**src/rtl/pspa_pkg.sv**
```systemverilog
// Shared types, constants and helpers for the pitch-shifted phase accumulator.
`default_nettype none

package pspa_pkg;

  // Field widths of the channels.
  localparam int REQ_W      = 2;
  localparam int NOTE_W     = 24;
  localparam int OUT_W      = 32;
  localparam int CFG_IDX_W  = 2;
  localparam int CFG_DATA_W = 18;

  // Register widths.
  localparam int SR_W     = 18;
  localparam int COARSE_W = 7;
  localparam int FINE_W   = 10;

  // Request codes.
  localparam logic [REQ_W-1:0] REQ_TICK    = 2'd0;
  localparam logic [REQ_W-1:0] REQ_NOTE_ON = 2'd1;
  localparam logic [REQ_W-1:0] REQ_CLEAR   = 2'd2;

  // Configuration register indexes.
  localparam logic [CFG_IDX_W-1:0] CFG_SAMPLE_RATE  = 2'd0;
  localparam logic [CFG_IDX_W-1:0] CFG_COARSE_SHIFT = 2'd1;
  localparam logic [CFG_IDX_W-1:0] CFG_FINE_SHIFT   = 2'd2;

  localparam logic [SR_W-1:0]     SR_RESET     = 18'd48000;
  localparam logic [COARSE_W-1:0] COARSE_RESET = 7'd0;
  localparam logic [FINE_W-1:0]   FINE_RESET   = 10'd0;

  // Frequency formats: note in Q8, semitone ratio in Q16, product in Q24.
  localparam int FREQ_FRAC = 24;
  localparam int TBL_W     = 17;
  localparam int P1_W      = NOTE_W + TBL_W;
  // Octave index runs 0..11; index 6 means no octave shift.
  localparam int OCT_MAX   = 11;
  localparam int OCT_BIAS  = 6;
  localparam int F1_W      = P1_W + OCT_MAX - OCT_BIAS;
  // Step divisor is sample_rate scaled to Q24.
  localparam int D2_W      = SR_W + FREQ_FRAC;

  // 2^(k/12) in Q16, rounded to nearest.
  localparam logic [TBL_W-1:0] SEMI_Q16 [12] = '{
    17'd65536,  17'd69433,  17'd73562,  17'd77936,
    17'd82570,  17'd87480,  17'd92682,  17'd98193,
    17'd104032, 17'd110218, 17'd116772, 17'd123715
  };

  typedef struct packed {
    logic [3:0] oct;   // octave index, 0..11
    logic [3:0] semi;  // semitone within the octave, 0..11
  } oct_split_t;

  typedef enum logic [2:0] {
    ST_IDLE,
    ST_MUL1,
    ST_MUL2,
    ST_DIV1,
    ST_DIV2,
    ST_DONE
  } state_t;

  // Split a signed semitone offset into octave and semitone (floor division
  // by 12 through a reciprocal multiply, exact over the biased range 8..135).
  function automatic oct_split_t split_coarse(logic [COARSE_W-1:0] c);
    logic [7:0]  b;
    logic [15:0] m;
    oct_split_t  r;
    b      = {c[COARSE_W-1], c} + 8'd72;
    m      = 16'(b) * 16'd171;
    r.oct  = m[14:11];
    r.semi = 4'(b - 8'(r.oct) * 8'd12);
    return r;
  endfunction

endpackage

`default_nettype wire

```
**src/rtl/pspa_ifs.sv**
```systemverilog
// Channel interfaces: request, response and configuration write.
`default_nettype none

interface pspa_req_if;
  import pspa_pkg::*;
  logic              valid;
  logic              ready;
  logic [REQ_W-1:0]  req_type;
  logic [NOTE_W-1:0] note_freq;
  modport source (output valid, req_type, note_freq, input ready);
  modport sink   (input valid, req_type, note_freq, output ready);
endinterface

interface pspa_rsp_if;
  import pspa_pkg::*;
  logic             valid;
  logic             ready;
  logic [OUT_W-1:0] phase;
  logic [OUT_W-1:0] phase_step;
  logic             silent;
  modport source (output valid, phase, phase_step, silent, input ready);
  modport sink   (input valid, phase, phase_step, silent, output ready);
endinterface

interface pspa_cfg_if;
  import pspa_pkg::*;
  logic                  valid;
  logic                  ready;
  logic [CFG_IDX_W-1:0]  index;
  logic [CFG_DATA_W-1:0] data;
  modport source (output valid, index, data, input ready);
  modport sink   (input valid, index, data, output ready);
endinterface

`default_nettype wire

```
**src/rtl/pspa_smul.sv**
```systemverilog
// Bit-serial shift-and-add multiplier, one multiplier bit per cycle.
`default_nettype none

module pspa_smul #(
  parameter int AW = 24,
  parameter int BW = 17
) (
  input  logic             clk,
  input  logic             rst,
  input  logic             start,
  input  logic [AW-1:0]    a,
  input  logic [BW-1:0]    b,
  output logic [AW+BW-1:0] p,
  output logic             done
);

  localparam int CW = $clog2(BW + 1);

  logic [AW-1:0] a_hold;
  logic [CW-1:0] cnt;
  logic [AW:0]   sum;

  // Add the multiplicand to the upper half when the current bit is set.
  assign sum = {1'b0, p[AW+BW-1:BW]} + (p[0] ? {1'b0, a_hold} : '0);

  // Count the steps and flag the cycle the product is final.
  always_ff @(posedge clk) begin
    if (rst) begin
      cnt  <= '0;
      done <= 1'b0;
    end else begin
      done <= 1'b0;
      if (start) begin
        cnt <= CW'(BW);
      end else if (cnt != '0) begin
        cnt  <= cnt - 1'b1;
        done <= (cnt == CW'(1));
      end
    end
  end

  // Load operands, then shift the partial product right each step.
  always_ff @(posedge clk) begin
    if (start) begin
      a_hold <= a;
      p      <= {{AW{1'b0}}, b};
    end else if (cnt != '0) begin
      p <= {sum, p[BW-1:1]};
    end
  end

endmodule

`default_nettype wire

```
**src/rtl/pspa_sdiv.sv**
```systemverilog
// Bit-serial restoring divider, one quotient bit per cycle.
`default_nettype none

module pspa_sdiv #(
  parameter int NW = 32,
  parameter int DW = 42
) (
  input  logic          clk,
  input  logic          rst,
  input  logic          start,
  input  logic [DW-1:0] rem_init,
  input  logic [NW-1:0] num,
  input  logic [DW-1:0] den,
  output logic [NW-1:0] quo,
  output logic          done
);

  localparam int CW = $clog2(NW + 1);

  logic [CW-1:0] cnt;
  logic [DW-1:0] r;
  logic [DW-1:0] d;
  logic [NW-1:0] n;
  logic [DW:0]   t;
  logic [DW:0]   diff;
  logic          ge;

  // Bring down the next dividend bit and trial-subtract the divisor.
  assign t    = {r, n[NW-1]};
  assign ge   = (t >= {1'b0, d});
  assign diff = t - {1'b0, d};

  // Count the steps and flag the cycle the quotient is final.
  always_ff @(posedge clk) begin
    if (rst) begin
      cnt  <= '0;
      done <= 1'b0;
    end else begin
      done <= 1'b0;
      if (start) begin
        cnt <= CW'(NW);
      end else if (cnt != '0) begin
        cnt  <= cnt - 1'b1;
        done <= (cnt == CW'(1));
      end
    end
  end

  // Load operands, then shift in one quotient bit per step.
  always_ff @(posedge clk) begin
    if (start) begin
      r <= rem_init;
      d <= den;
      n <= num;
    end else if (cnt != '0) begin
      r   <= ge ? diff[DW-1:0] : t[DW-1:0];
      n   <= {n[NW-2:0], 1'b0};
      quo <= {quo[NW-2:0], ge};
    end
  end

endmodule

`default_nettype wire

```
**src/rtl/pitch_shifted_phase_accumulator_top.sv**
```systemverilog
// Top level of the pitch-shifted oscillator phase accumulator.
//
//   channel | role   | transfer carries
//   --------+--------+--------------------------------------------
//   req     | sink   | req_type, note_freq
//   rsp     | source | phase, phase_step, silent
//   cfg     | sink   | index, data (sample_rate, coarse_shift, fine_shift)
//
// A tick or note-on runs four bit-serial units in turn: the semitone multiply,
// the fine-ratio multiply, the division by FINE_STEPS and the division by the
// sample rate (skipped on saturation), each unit handing off to the next. The
// result becomes valid and req ready returns in the same cycle. A clear or an
// unused request skips the units and goes straight to the final step. Reset is
// synchronous; no clearing pass. A result still waiting on rsp holds the next
// one at its final step; no new request is taken until that result is loaded.
`default_nettype none

module pitch_shifted_phase_accumulator_top #(
  parameter int FINE_STEPS = 1000,
  parameter int PHASE_BITS = 32
) (
  input  logic          clk,
  input  logic          rst,
  pspa_req_if.sink      req,
  pspa_rsp_if.source    rsp,
  pspa_cfg_if.sink      cfg
);

  import pspa_pkg::*;

  localparam int PB  = PHASE_BITS;
  localparam int MW  = $clog2(FINE_STEPS + 1024);
  localparam int XW  = F1_W + MW;
  localparam int FSW = $clog2(FINE_STEPS + 1);
  localparam logic [FSW-1:0] FS_DEN = FSW'(FINE_STEPS);

  // Configuration registers.
  logic [SR_W-1:0]     sample_rate;
  logic [COARSE_W-1:0] coarse_shift;
  logic [FINE_W-1:0]   fine_shift;

  // Oscillator state and control.
  state_t           state, state_next;
  logic [REQ_W-1:0] kind;
  logic [PB-1:0]    phase_acc, phase_next;
  logic [PB-1:0]    step_reg, step_next;
  logic [PB-1:0]    step_calc;
  logic             sat, sat_next;
  logic             rsp_valid;
  logic             out_load;
  logic             accept;

  // Datapath between the serial units.
  oct_split_t                    split;
  logic [TBL_W-1:0]              ratio;
  logic [P1_W-1:0]               p1;
  logic [P1_W+OCT_MAX-1:0]       p1_shifted;
  logic [F1_W-1:0]               f1;
  logic [MW-1:0]                 fine_mult;
  logic [XW-1:0]                 p2;
  logic [XW-1:0]                 f2;
  logic [PB-1:0]                 quo2;
  logic                          over;
  logic                          start1, start2, start3, start4;
  logic                          mul1_done, mul2_done, div1_done, div2_done;
  logic [PB+OUT_W-1:0]           phase_ext;
  logic [PB+OUT_W-1:0]           step_ext;

  assign cfg.ready = 1'b1;
  assign req.ready = (state == ST_IDLE);
  assign accept    = req.valid && req.ready;

  // Write configuration registers.
  always_ff @(posedge clk) begin
    if (rst) begin
      sample_rate  <= SR_RESET;
      coarse_shift <= COARSE_RESET;
      fine_shift   <= FINE_RESET;
    end else if (cfg.valid) begin
      unique case (cfg.index)
        CFG_SAMPLE_RATE:  sample_rate  <= cfg.data[SR_W-1:0];
        CFG_COARSE_SHIFT: coarse_shift <= cfg.data[COARSE_W-1:0];
        CFG_FINE_SHIFT:   fine_shift   <= cfg.data[FINE_W-1:0];
        default: ;
      endcase
    end
  end

  // Semitone ratio and octave shift from the coarse offset.
  assign split      = split_coarse(coarse_shift);
  assign ratio      = SEMI_Q16[split.semi];
  assign p1_shifted = {{OCT_MAX{1'b0}}, p1} << split.oct;
  assign f1         = p1_shifted[P1_W+OCT_MAX-1:OCT_BIAS];
  assign fine_mult  = MW'(FINE_STEPS) + MW'(fine_shift);

  // Saturate when the shifted frequency reaches the sample rate.
  assign over      = (f2[XW-1:FREQ_FRAC] >= (XW-FREQ_FRAC)'(sample_rate));
  assign step_calc = sat ? {PB{1'b1}} : quo2;

  pspa_smul #(.AW(NOTE_W), .BW(TBL_W)) u_mul_semi (
    .clk   (clk),
    .rst   (rst),
    .start (start1),
    .a     (req.note_freq),
    .b     (ratio),
    .p     (p1),
    .done  (mul1_done)
  );

  pspa_smul #(.AW(F1_W), .BW(MW)) u_mul_fine (
    .clk   (clk),
    .rst   (rst),
    .start (start2),
    .a     (f1),
    .b     (fine_mult),
    .p     (p2),
    .done  (mul2_done)
  );

  pspa_sdiv #(.NW(XW), .DW(FSW)) u_div_fine (
    .clk      (clk),
    .rst      (rst),
    .start    (start3),
    .rem_init ('0),
    .num      (p2),
    .den      (FS_DEN),
    .quo      (f2),
    .done     (div1_done)
  );

  pspa_sdiv #(.NW(PB), .DW(D2_W)) u_div_rate (
    .clk      (clk),
    .rst      (rst),
    .start    (start4),
    .rem_init (f2[D2_W-1:0]),
    .num      ('0),
    .den      ({sample_rate, {FREQ_FRAC{1'b0}}}),
    .quo      (quo2),
    .done     (div2_done)
  );

  // Sequence the units and commit the result.
  always_comb begin
    state_next = state;
    sat_next   = sat;
    phase_next = phase_acc;
    step_next  = step_reg;
    start1     = 1'b0;
    start2     = 1'b0;
    start3     = 1'b0;
    start4     = 1'b0;
    out_load   = 1'b0;
    unique case (state)
      ST_IDLE: begin
        if (req.valid) begin
          if (req.req_type == REQ_TICK || req.req_type == REQ_NOTE_ON) begin
            start1     = 1'b1;
            state_next = ST_MUL1;
          end else begin
            state_next = ST_DONE;
          end
        end
      end
      ST_MUL1: begin
        if (mul1_done) begin
          start2     = 1'b1;
          state_next = ST_MUL2;
        end
      end
      ST_MUL2: begin
        if (mul2_done) begin
          start3     = 1'b1;
          state_next = ST_DIV1;
        end
      end
      ST_DIV1: begin
        if (div1_done) begin
          sat_next = over;
          if (over) begin
            state_next = ST_DONE;
          end else begin
            start4     = 1'b1;
            state_next = ST_DIV2;
          end
        end
      end
      ST_DIV2: begin
        if (div2_done) begin
          state_next = ST_DONE;
        end
      end
      ST_DONE: begin
        if (!rsp_valid || rsp.ready) begin
          out_load   = 1'b1;
          state_next = ST_IDLE;
          case (kind)
            REQ_TICK: begin
              step_next  = step_calc;
              phase_next = phase_acc + step_calc;
            end
            REQ_NOTE_ON: begin
              step_next  = step_calc;
              phase_next = '0;
            end
            REQ_CLEAR: begin
              step_next = '0;
            end
            default: ;
          endcase
        end
      end
      default: state_next = ST_IDLE;
    endcase
  end

  // Hold state, oscillator registers and response valid.
  always_ff @(posedge clk) begin
    if (rst) begin
      state     <= ST_IDLE;
      phase_acc <= '0;
      step_reg  <= '0;
      rsp_valid <= 1'b0;
    end else begin
      state     <= state_next;
      phase_acc <= phase_next;
      step_reg  <= step_next;
      if (out_load) begin
        rsp_valid <= 1'b1;
      end else if (rsp.ready) begin
        rsp_valid <= 1'b0;
      end
    end
  end

  // Latch the request kind and the saturation flag.
  always_ff @(posedge clk) begin
    sat <= sat_next;
    if (accept) begin
      kind <= req.req_type;
    end
  end

  // Present the state; it changes only when a new result is loaded.
  assign phase_ext      = {{OUT_W{1'b0}}, phase_acc};
  assign step_ext       = {{OUT_W{1'b0}}, step_reg};
  assign rsp.valid      = rsp_valid;
  assign rsp.phase      = phase_ext[OUT_W-1:0];
  assign rsp.phase_step = step_ext[OUT_W-1:0];
  assign rsp.silent     = (step_reg == '0);

endmodule

`default_nettype wire

```
**src/flat_wrapper.sv**
```systemverilog
// flat-port wrapper written by rule: the top's interface ports become plain ports
module pitch_shifted_phase_accumulator_top_flat import pspa_pkg::*;
#(
  parameter int FINE_STEPS = 1000,
  parameter int PHASE_BITS = 32
)
  (clk, rst, req_valid, req_req_type, req_note_freq, req_ready, rsp_valid, rsp_phase, rsp_phase_step, rsp_silent, rsp_ready, cfg_valid, cfg_index, cfg_data, cfg_ready);
  pspa_req_if req_i ();
  pspa_rsp_if rsp_i ();
  pspa_cfg_if cfg_i ();
  input  logic clk;
  input  logic rst;
  input wire logic [$bits(req_i.valid)-1:0] req_valid;
  input wire logic [$bits(req_i.req_type)-1:0] req_req_type;
  input wire logic [$bits(req_i.note_freq)-1:0] req_note_freq;
  output wire logic [$bits(req_i.ready)-1:0] req_ready;
  output wire logic [$bits(rsp_i.valid)-1:0] rsp_valid;
  output wire logic [$bits(rsp_i.phase)-1:0] rsp_phase;
  output wire logic [$bits(rsp_i.phase_step)-1:0] rsp_phase_step;
  output wire logic [$bits(rsp_i.silent)-1:0] rsp_silent;
  input wire logic [$bits(rsp_i.ready)-1:0] rsp_ready;
  input wire logic [$bits(cfg_i.valid)-1:0] cfg_valid;
  input wire logic [$bits(cfg_i.index)-1:0] cfg_index;
  input wire logic [$bits(cfg_i.data)-1:0] cfg_data;
  output wire logic [$bits(cfg_i.ready)-1:0] cfg_ready;
  assign req_i.valid = req_valid;
  assign req_i.req_type = req_req_type;
  assign req_i.note_freq = req_note_freq;
  assign req_ready = req_i.ready;
  assign rsp_valid = rsp_i.valid;
  assign rsp_phase = rsp_i.phase;
  assign rsp_phase_step = rsp_i.phase_step;
  assign rsp_silent = rsp_i.silent;
  assign rsp_i.ready = rsp_ready;
  assign cfg_i.valid = cfg_valid;
  assign cfg_i.index = cfg_index;
  assign cfg_i.data = cfg_data;
  assign cfg_ready = cfg_i.ready;
  pitch_shifted_phase_accumulator_top #(.FINE_STEPS(FINE_STEPS), .PHASE_BITS(PHASE_BITS)) u_core (.clk(clk), .rst(rst), .req(req_i), .rsp(rsp_i), .cfg(cfg_i));
endmodule
```
**config.mk**
```make
export PLATFORM = sky130hd
export DESIGN_NAME = pitch_shifted_phase_accumulator_top_flat
export DESIGN_NICKNAME = d
export VERILOG_FILES = /design/src/rtl/pspa_pkg.sv /design/src/rtl/pspa_ifs.sv /design/src/rtl/pspa_smul.sv /design/src/rtl/pspa_sdiv.sv /design/src/rtl/pitch_shifted_phase_accumulator_top.sv /design/src/flat_wrapper.sv
export SDC_FILE = /design/constraint.sdc
export NUM_CORES = 1
export LEC_CHECK = 0
export ABC_AREA = 1
export BUFFER_PORTS_ARGS = -buffer_cell sky130_fd_sc_hd__buf_2
export CAP_MARGIN = 20
export CORE_MARGIN = 10
export CORE_UTILIZATION = 27
export CTS_BUF_LIST = sky130_fd_sc_hd__clkbuf_2
export DETAILED_ROUTE_END_ITERATION = 6
export PLACE_DENSITY_LB_ADDON = 0.2
export SYNTH_ARGS = -nofsm -noshare
export SYNTH_HDL_FRONTEND = slang
export SYNTH_SLANG_ARGS = --single-unit
```
**constraint.sdc**
```tcl
create_clock -name clk -period 9 [get_ports clk]
set_input_delay 0.45 -clock clk [delete_from_list [all_inputs] [get_ports clk]]
set_output_delay 0.45 -clock clk [all_outputs]
set_load 0.03 [all_outputs]
```
==> impl_metrics.py <==
metrics = {
    "sta": {
        "setup_slack_ns": 3.29,
        "worstMarginPinSlew_ns": 1.05,
        "drv_slew": 0,
        "hold_viol": 0,
        "setup_viol": 0,
        "skew_ns": 0.162,
        "post-route-period-util_pct": 63.5,
        "maxSlewHeadroom_pct": 30.1,
        "setup_tns_ns": 0,
        "fin_crit_ns": 5.71,
        "rsz0062_at_grt": "no",
        "clock.fmax_mhz": 175,
    },
    "yosys": {
        "yosysWarnings": 0,
        "synth-edff-count": 307,
        "synth_xor_area_share_pct": 2.00,
        "synthFlopType": "edfxtp_1",
        "synth_top_family_by_area": "simple AND/OR/NAND/NOR gates",
        "avgSynthCellArea_um2": 7.65,
        "synth_compound_gate_area_share_pct": 13.0,
        "syn_inst": 4130,
        "synthSimpleGateAreaFrac_pct": 25.7,
        "synth_fa_ha_area_share_pct": 8.47,
        "yosysSeqAreaShare_pct": 42.3,
        "synth_fp_nets": 4386,
        "async_flop_share_pct": 0,
        "syn_area_um2": 31600,
        "ys_types": 53,
        "synth_mux_area_share_pct": 0,
        "ys_seq_elements": 515,
    },
    "power_and_ir_drop": {
        "internal_power_uw": 6920,
        "vdd_drop_max_uv": 156,
        "p_leak_uw": 0.0169,
        "switchingPower_uw": 6520,
        "switching_share_pct": 48.5,
        "clkPwrFrac_pct": 14.5,
        "p_seq_share_pct": 31.9,
        "powerDensity_nw_per_um2": 367,
        "combPwrFrac_pct": 53.6,
        "total_power_uw": 13400,
    },
    "placed_design": {
        "port_buffers": 117,
        "gp_congestion": 0.886,
        "dp_cells": 5659,
        "dp_hpwl_um": 69800,
        "dpl_worst_slack_ns": 3.27,
    },
    "detailed_routing": {
        "wl_um": 95500,
        "vias_per_cell": 4.65,
        "num_vias": 28288,
        "post_drt_wl_per_cell_um": 15.7,
        "first_pass_iters": 6,
        "ant_nets": 0,
        "post-route-drc-count": 0,
        "drt_iter0_drc": 1819,
    },
    "floorplan": {
        "die_y_um": 362,
        "core_um2": 116000,
        "start_util_pct": 27.2,
        "fp-row-count": 125,
        "die_x_um": 362,
        "die_area_um2": 131000,
        "io_pins": 119,
    },
    "worst_setup_path": {
        "timing.rr.start": "u_core.coarse_shift[3]",
        "worst_path_max_delay_cell": "fa_1",
        "path_max_fanout": 44,
        "cpMostUsedCell": "nand2_1",
        "cp_cell_sequence": "ha_1, xor2_1, fa_1, fa_1, inv_1, fa_1, inv_1, ha_1, nand3_1, nand3_1, a21oi_1, nand2_1, nand2_1, nand2_2, ha_1, xnor2_1, nand3_2, nand2_1, nand2_1, nand3_1, nand2_1",
        "path_delay_family": "adder cells",
        "arrival_ns": 6.84,
        "reg2reg_depth": 21,
        "rrSetupSlack_ns": 3.29,
        "path_buf_inv": 2,
        "crit_path_start_kind": "flop",
        "slowest_delay_ns": 0.53,
        "path_class": "reg -> reg",
        "r2r_end": "u_core.u_mul_semi.p[9]",
        "worstPathRequired_ns": 10.13,
        "cp.depth": 21,
        "end_kind": "flop",
    },
    "global_route": {
        "grt_pass1_wl_um": 152000,
        "antenna_found_initial": 4,
        "grt_max_degree": 78,
        "grt_pass1_vias": 27951,
        "grt_usage_pct": 14.3,
        "grt_overflow": 0,
    },
    "cells_and_area": {
        "stdcell_count": 6082,
        "fin_util_pct": 31.5,
        "nets": 4681,
        "drive_gt1_share_pct": 10.6,
        "syn_to_final_growth_pct": 15.7,
    },
    "clock_network": {
        "cts_tree": "built",
        "clock_latency_ns": 1.43,
        "htree_num_levels": 4,
        "numCtsBuffers": 153,
        "clock-sinks": 515,
        "cts_root_buffer": "clkbuf_2",
        "clock_path_buffers": 3,
        "path_clk_slew_ns": 0.10,
    },
    "min_path": {
        "hold_depth": 4,
        "hp-start": "cfg_data[0]",
        "hold_end": "u_core.coarse_shift[0]",
        "hold_class": "in -> reg",
    },
    "run": {
        "maxCapViolations": 0,
    },
    "outcome": {
        "status": "complete, no violations",
    },
}
## per-layer routing
layer / up-vias / GRT usage (%) / wire [µm]
li1: 14496 / - / -
met1: 13080 / 19.6 / 46700
met2: 548 / 22.5 / 42400
met3: 162 / 2.49 / 4160
met4: 2 / 4.68 / 2230
met5: - / 0 / 7
## layout by cell type (no fill, tap or decap), types with 47 or more instances in the layout
cell and count:
a21oi_1 274, buf_2 117, clkbuf_2 241, dfxtp_1 208, dlygate4sd3_1 133, edfxtp_1 307, ha_1 190, inv_1 538
nand2_1 1012, nand3_1 386, nor2_1 328, nor3_1 50, o21ai_0 285, xor2_1 47
## Yosys cell counts, drive strengths merged, types with 23 or more instances
| cell | number | share of area (%) |
|---|---|---|
| a211oi | 34 | 0.81 |
| a21oi | 275 | 4.4 |
| buf | 58 | 1.0 |
| clkbuf | 75 | 0.89 |
| dfxtp | 208 | 13 |
| edfxtp | 307 | 29 |
| ha | 190 | 7.5 |
| inv | 551 | 6.6 |
| nand2 | 1019 | 12 |
| nand3 | 393 | 6.3 |
| nand4 | 38 | 0.75 |
| nor2 | 335 | 4.1 |
| nor3 | 53 | 0.86 |
| o211ai | 34 | 0.81 |
| o21ai | 303 | 4.8 |
| o21bai | 38 | 0.90 |
| or2 | 39 | 0.77 |
| xnor2 | 23 | 0.70 |
| xor2 | 47 | 1.3 |
## how the worst max path moves through the flow
stage,from,end,slack (ns)
2_1_floorplan,u_core.coarse_shift[3],u_core.u_mul_semi.p[7],4.25
3_3_place_gp,u_core.coarse_shift[3],u_core.u_mul_semi.p[7],3.34
3_5_place_dp,u_core.coarse_shift[3],u_core.u_mul_semi.p[7],3.27
4_1_cts,u_core.coarse_shift[3],u_core.u_mul_semi.p[9],3.25
5_1_grt,u_core.coarse_shift[3],u_core.u_mul_semi.p[9],2.71
6_report,u_core.coarse_shift[3],u_core.u_mul_semi.p[9],3.29
## power by group through the flow
stage	clock, µW	combinational (µW)	sequential (µW)
after floorplan	0	5300	4200
after global placement	0	7140	4340
after detailed placement	0	7140	4340
after CTS	2060	7220	4300
after global routing	2170	8300	4400
final	1950	7200	4290
## logic make-up (layout without fill, tap and decap cells)
family / after synthesis / after routing
fa+ha+maj: 205 / 205
xor+xnor: 70 / 70
other cells: 1 / 6
simple gates: 1913 / 1913
buf+inv: 687 / 1110
compound gates: 739 / 739
flops: 515 / 515
## through the flow
stage | hold WS [ns] | area (µm²)
6_report | 0.213 | 36600
5_1_grt | 0.0655 | 36600
4_1_cts | 0.00272 | 36500
3_5_place_dp | 0.416 | 33700
3_3_place_gp | 0.412 | 33700
2_1_floorplan | 0.408 | 31600
## registers in the layout (all words and copies together) (netlist names), 7 cells and up
name and cells:
u_core.u_mul_semi.p 41, u_core.coarse_shift 7, u_core.u_div_rate.r 42, u_core.u_mul_fine.p 57, u_core.fine_shift 10, u_core.sample_rate 18
u_core.u_div_fine.r 10, u_core.rsp.phase_step 32, u_core.u_div_fine.n 57, u_core.rsp.phase 32, u_core.u_div_fine.quo 57, u_core.u_mul_fine.a_hold 46
u_core.u_div_rate.quo 32, u_core.u_mul_semi.a_hold 24, u_core.u_div_rate.d 18
## worst reg2reg max path, delay by kind of cell, from the launching register on
kind	cells	cell delay [ns]
AOI/OAI and AO/OA	1	0.23
xor gates and xnor gates	2	0.64
adders and majority gates	6	2.52
buffers and inverters	2	0.09
DFF	1	0.44
and+or+nand+nor	10	1.53
## layout make-up
cell class | instances | area [µm²]
multi-input cells | 2928 | 15600
repair buffers | 273 | 2110
inverters | 554 | 2080
flip-flops and latches | 515 | 13400
fillers | 12652 | 79600
well taps | 1524 | 1910
clock inverters | 42 | 299
clock buffers | 241 | 1210
diodes | 5 | 12.5
## timing repair
item	CTS	global route
setup buffers	0	0
setup endpoints to repair	0	0
endpoints found under the hold margin	194	0
hold buffers	133	0
gates resized for setup	0	0
(Power assumes the default switching activity.)
